**src/hw/rtl/kcw_pkg.sv**
```systemverilog
// kcw_pkg: shared defaults and sideband types for the knee/cut waveshaper
`default_nettype none

package kcw_pkg;

  localparam int DEF_SAMPLE_WIDTH = 24;
  localparam int DEF_FRAC_BITS    = 22;
  // numerator and divisor widths that follow from the defaults above
  localparam int DEF_NUM_WIDTH    = 49;
  localparam int DEF_DIV_WIDTH    = 23;

  typedef struct packed {
    logic pass;
    logic neg;
    logic ovf;
  } kcw_flags_t;

endpackage

`default_nettype wire

```
**src/hw/rtl/kcw_div_pipe.sv**
```systemverilog
// kcw_div_pipe: pipelined restoring divider, one quotient bit per stage, with overflow check
`default_nettype none

module kcw_div_pipe
  import kcw_pkg::*;
#(
  parameter int SAMPLE_WIDTH = DEF_SAMPLE_WIDTH,
  parameter int NUM_WIDTH    = DEF_NUM_WIDTH,
  parameter int DIV_WIDTH    = DEF_DIV_WIDTH
) (
  input  wire logic                    clk,
  input  wire logic                    rst,
  input  wire logic                    in_valid,
  output logic                         in_ready,
  input  wire logic [NUM_WIDTH-1:0]    in_num,
  input  wire logic [DIV_WIDTH-1:0]    in_div,
  input  wire kcw_flags_t              in_flags,
  input  wire logic [SAMPLE_WIDTH-1:0] in_x,
  output logic                         out_valid,
  input  wire logic                    out_ready,
  output logic [SAMPLE_WIDTH-1:0]      out_quot,
  output kcw_flags_t                   out_flags,
  output logic [SAMPLE_WIDTH-1:0]      out_x
);

  localparam int W  = SAMPLE_WIDTH;
  localparam int RW = (NUM_WIDTH > DIV_WIDTH + W) ? NUM_WIDTH : DIV_WIDTH + W;

  logic                 v    [0:W];
  logic [W+1:0]         en;
  logic [RW-1:0]        rem  [0:W-1];
  logic [DIV_WIDTH-1:0] dv   [0:W-1];
  logic [W-1:0]         quot [0:W];
  kcw_flags_t           fl   [0:W];
  logic [W-1:0]         xs   [0:W];

  logic          ovf0;
  logic [RW-1:0] num0;

  assign en[W+1] = out_ready;
  assign in_ready = en[0];

  genvar s;
  generate
    for (s = 0; s <= W; s++) begin : g_en
      assign en[s] = !v[s] || en[s+1];
    end
  endgenerate

  // overflow when the quotient would not fit in W bits
  assign num0 = RW'(in_num);
  assign ovf0 = num0 >= (RW'(in_div) << W);

  always_ff @(posedge clk) begin
    if (rst) begin
      v[0] <= 1'b0;
    end else if (en[0]) begin
      v[0] <= in_valid;
    end
    if (en[0]) begin
      rem[0]  <= num0;
      dv[0]   <= in_div;
      quot[0] <= '0;
      fl[0]   <= '{pass: in_flags.pass, neg: in_flags.neg, ovf: in_flags.ovf || ovf0};
      xs[0]   <= in_x;
    end
  end

  generate
    for (s = 1; s <= W; s++) begin : g_step
      localparam int B = W - s;
      logic [RW-1:0] trial;
      logic          take;
      logic [W-1:0]  qn;

      assign trial = RW'(dv[s-1]) << B;
      assign take  = rem[s-1] >= trial;
      assign qn    = quot[s-1] | (W'(take) << B);

      always_ff @(posedge clk) begin
        if (rst) begin
          v[s] <= 1'b0;
        end else if (en[s]) begin
          v[s] <= v[s-1];
        end
        if (en[s]) begin
          quot[s] <= qn;
          fl[s]   <= fl[s-1];
          xs[s]   <= xs[s-1];
        end
      end

      if (s < W) begin : g_rem
        always_ff @(posedge clk) begin
          if (en[s]) begin
            rem[s] <= take ? (rem[s-1] - trial) : rem[s-1];
            dv[s]  <= dv[s-1];
          end
        end
      end
    end
  endgenerate

  assign out_valid = v[W];
  assign out_quot  = quot[W];
  assign out_flags = fl[W];
  assign out_x     = xs[W];

endmodule

`default_nettype wire

```
**config.mk**
```make
export PLATFORM = sky130hd
export DESIGN_NAME = kcw_div_pipe
export DESIGN_NICKNAME = d
export VERILOG_FILES = /design/src/hw/rtl/kcw_pkg.sv /design/src/hw/rtl/kcw_div_pipe.sv
export SDC_FILE = /design/constraint.sdc
export NUM_CORES = 2
export LEC_CHECK = 0
export BUFFER_PORTS_ARGS = -buffer_cell sky130_fd_sc_hd__buf_4
export CORE_MARGIN = 1
export CORE_UTILIZATION = 30
export CTS_CLUSTER_DIAMETER = 50
export CTS_CLUSTER_SIZE = 25
export DETAILED_ROUTE_END_ITERATION = 10
export HOLD_SLACK_MARGIN = 0.1
export PLACE_DENSITY = 0.42
export REMOVE_ABC_BUFFERS = 1
export SETUP_SLACK_MARGIN = 0.02
export SYNTH_ARGS = -nofsm -noshare
export SYNTH_HDL_FRONTEND = slang
export SYNTH_SLANG_ARGS = --single-unit
```
**constraint.sdc**
```tcl
create_clock -name clk -period 12.24 [get_ports clk]
set_clock_uncertainty 0.2 [all_clocks]
set_input_delay 1.224 -clock clk [delete_from_list [all_inputs] [get_ports clk]]
set_output_delay 1.224 -clock clk [all_outputs]
set_load 0.005 [all_outputs]
```
==> key figures <==
Global routing
  • GRT Total Usage: 0.1341
  • First-pass GRT wire length: 436600 µm
  • Vias in the first global route: 76.39k
  • Congestion Overflow GR: 0
  • Antenna violations before repair: 13
  • Largest net degree at the start of global routing: 91

STA
  • RSZ-0062 raised after global routing: no
  • Hold slack: 0.1713 ns
  • Final-report setup violation count: 0
  • Worst slew margin: 0.07876
  • Fmax: 146.4 MHz
  • Time the worst path needs with I/O delays and setup: 6.828 ns
  • Final slew viol count: 0
  • Post-route clock period utilization: 0.5579
  • Slew @ Worst Pin: 1.369 ns
  • Final hold vios: 0
  • Setup tns final: 0 ns

CTS
  • Buffers inserted by post-CTS timing repair: 0
  • Clk sinks: 2728
  • TritonCTS buffer count: 369
  • Clock Latency Late Sink: 0.94 ns
  • Resize count post-CTS: 0
  • H-tree depth: 5
  • Clk buf depth: 4
  • Root buf cell: clkbuf_16
  • CTS Hold Bufs: 0
  • Clock transition at the registers of the reported paths: 0.07 ns
  • CTS tree: done

Floorplan
  • Die W: 644.4 µm
  • Die area: 415200 µm²
  • Die Height: 644.4 µm
  • IO Pins: 156
  • Starting Density: 0.3018
  • Rows: 235
  • Core region area: 410200 µm²

Placement
  • DPL Wire Length: 222700 µm
  • Dpl cell area: 132100 µm²
  • Global placement routability congestion: 0.8908
  • Port Buffers: 155

Yosys
  • Gate Count Post-Synth: 9243
  • Most frequent cell after synthesis: edfxtp_1
  • Dominant synthesized flop cell: edfxtp_1
  • Top post-synthesis cells by area: edfxtp_1, ha_1, xnor2_1
  • Synth top area share: 0.6617
  • Ys async rst share: 0
  • Commonest cells post-synth: edfxtp_1, inv_1, a21oi_1
  • Synthesized flop and latch total: 2728
  • YS warnings: 0
  • Syn_area_per_cell: 13.39 µm²
  • Seq/Total Area, Yosys: 0.6617
  • Synth Cell Area: 123800 µm²
  • Library cells used by synthesis: 83
  • Area leader, netlist: edfxtp_1
  • EDFF count, synth: 2728

Worst setup path
  • Crit-path slowest cell: and3_1
  • Setup crit start kind: primary input
  • Reg2reg path depth: 12
  • Worst setup path class: in -> out
  • CP Data Required Time: 10.82 ns
  • CP max stage delay: 0.58 ns
  • Max FO, Critical Path: 55
  • CP arrival: 5.40 ns
  • Worst reg2reg startpoint: v[12][0]
  • CP cell instances: buf_4 > nor2b_1 > and2_1 > inv_4 > nor2_1 > and2_1 > and4_1 > and2_1 > and3_1 > and3_1 > nand2_4 > buf_4
  • Critical Path Most Common Cell: and2_1
  • Flop2flop setup slack: 6.13 ns
  • Crit path capture type: output port
  • Worst reg2reg endpoint: xs[0][144]

Cells and area
  • Final net count: 10.40k
  • Share of cells above drive strength 1: 0.1102
  • Finished Cell Area: 144800 µm²
  • Fillers: 39.11k
  • Area Overhead vs Synth: 17.00%

Power
  • P per Cell Area: 239.0 nW/µm²
  • Pleak: 55.65 nW
  • VDD IR max: 0.1151 mV

Drt
  • DR vias/cell: 4.631
  • Iteration-0 DRC Markers: 3590
  • Drt total wl: 285700 µm
  • DRC: 0
  • Routed len/inst: 18.47 µm
  • Vias: 71.65k
  • Drt pass-1 iters: 5
  • Final ANT Viol Nets: 0

Run status
  • Outcome: finished, final reports clean

Hold path
  • Hold crit path type: reg -> reg
  • Hold path endpoint: xs[1][116]
  • WHS Path Cells: 0
  • Worst hold start: xs[1][92]

Run
  • Maxcap violations: 0
-- logic make-up after synthesis --
| logic type | after synthesis | synth area share |
|---|---|---|
| flip-flops | 2728 | 0.6617 |
| AND/OR/NAND/NOR | 2346 | 0.09628 |
| AO/OA/AOI/OAI | 1822 | 0.09105 |
| buffers and inverters | 911 | 0.02766 |
| XOR/XNOR | 730 | 0.05165 |
| adder cells (fa/ha/maj) | 598 | 0.06184 |
| multiplexers | 108 | 0.009774 |
-- layer usage --
metal	wire (µm)	track usage	up-vias
li1	-	-	35510
met1	101800	0.1265	33940
met2	150500	0.2582	1391
met3	8618	0.01855	815
met4	24780	0.1053	0
met5	0	0	-
-- state kept, by name, indices dropped and copies added (netlist names) --
name,cells
fl,75
rem,1176
v,25
quot,300
dv,552
xs,600
-- final cells by class --
type / instances / area [µm²] / share of cell area
Antenna cell: 7 / 17.52 / 0.0001209
Clock buffer: 396 / 9505 / 0.06563
Clock inverter: 288 / 3206 / 0.02213
Inverter: 766 / 2903 / 0.02004
Multi-Input combinational cell: 5604 / 38720 / 0.2673
Sequential cell: 2728 / 81920 / 0.5656
Tap cell: 5451 / 6820 / 0.04709
Timing Repair Buffer: 232 / 1745 / 0.01205
-- per-stage QoR --
step / power, W / setup slack (ns) / utilization / instances
2_1_floorplan: 0.02103 / 1.421 / - / 9098
3_3_place_gp: 0.02370 / 5.189 / 0.3220 / 14780
4_1_cts: 0.03504 / 5.250 / 0.3530 / 15460
6_report: 0.03461 / 5.412 / 0.3531 / 15470
3_5_place_dp: 0.02388 / 5.149 / 0.3220 / 14780
5_1_grt: 0.03661 / 5.062 / 0.3531 / 15470
-- where the power goes --
| part | total [W] | leakage [nW] | switching [W] | internal (W) |
|---|---|---|---|---|
| logic | 0.00959 | 21.4 | 0.00535 | 0.00424 |
| registers | 0.0141 | 28.1 | 0.00130 | 0.0128 |
| clock network | 0.0109 | 6.14 | 0.00439 | 0.00653 |
| total | 0.0346 | 55.6 | 0.0110 | 0.0236 |
-- critical path: cells and delay by family --
| kind | cells | cell delay (ns) |
|---|---|---|
| simple gates | 9 | 3.53 |
| buf+inv | 3 | 0.59 |
-- worst max path at each step --
stage          startpoint         end  depth (start not counted)
3_3_place_gp    out_ready  xs[0][149]                         13
5_1_grt          v[12][0]    in_ready                         11
2_1_floorplan   out_ready     v[3][0]                         12
4_1_cts          v[12][0]    in_ready                         11
6_report        out_ready    in_ready                         12
3_5_place_dp    out_ready  xs[0][161]                         13
-- placed cells by master (no fill, tap or decap), types with 231 or more instances in the layout --
cell type     n
nor2_1      618
nand2_1     503
a21o_1      261
o21ai_0     424
clkbuf_16   377
inv_1       752
xor2_1      356
xnor2_1     374
ha_1        575
edfxtp_1   2728
a21oi_1     638
buf_4       231
Note: power is estimated with default switching activity, not from simulation.
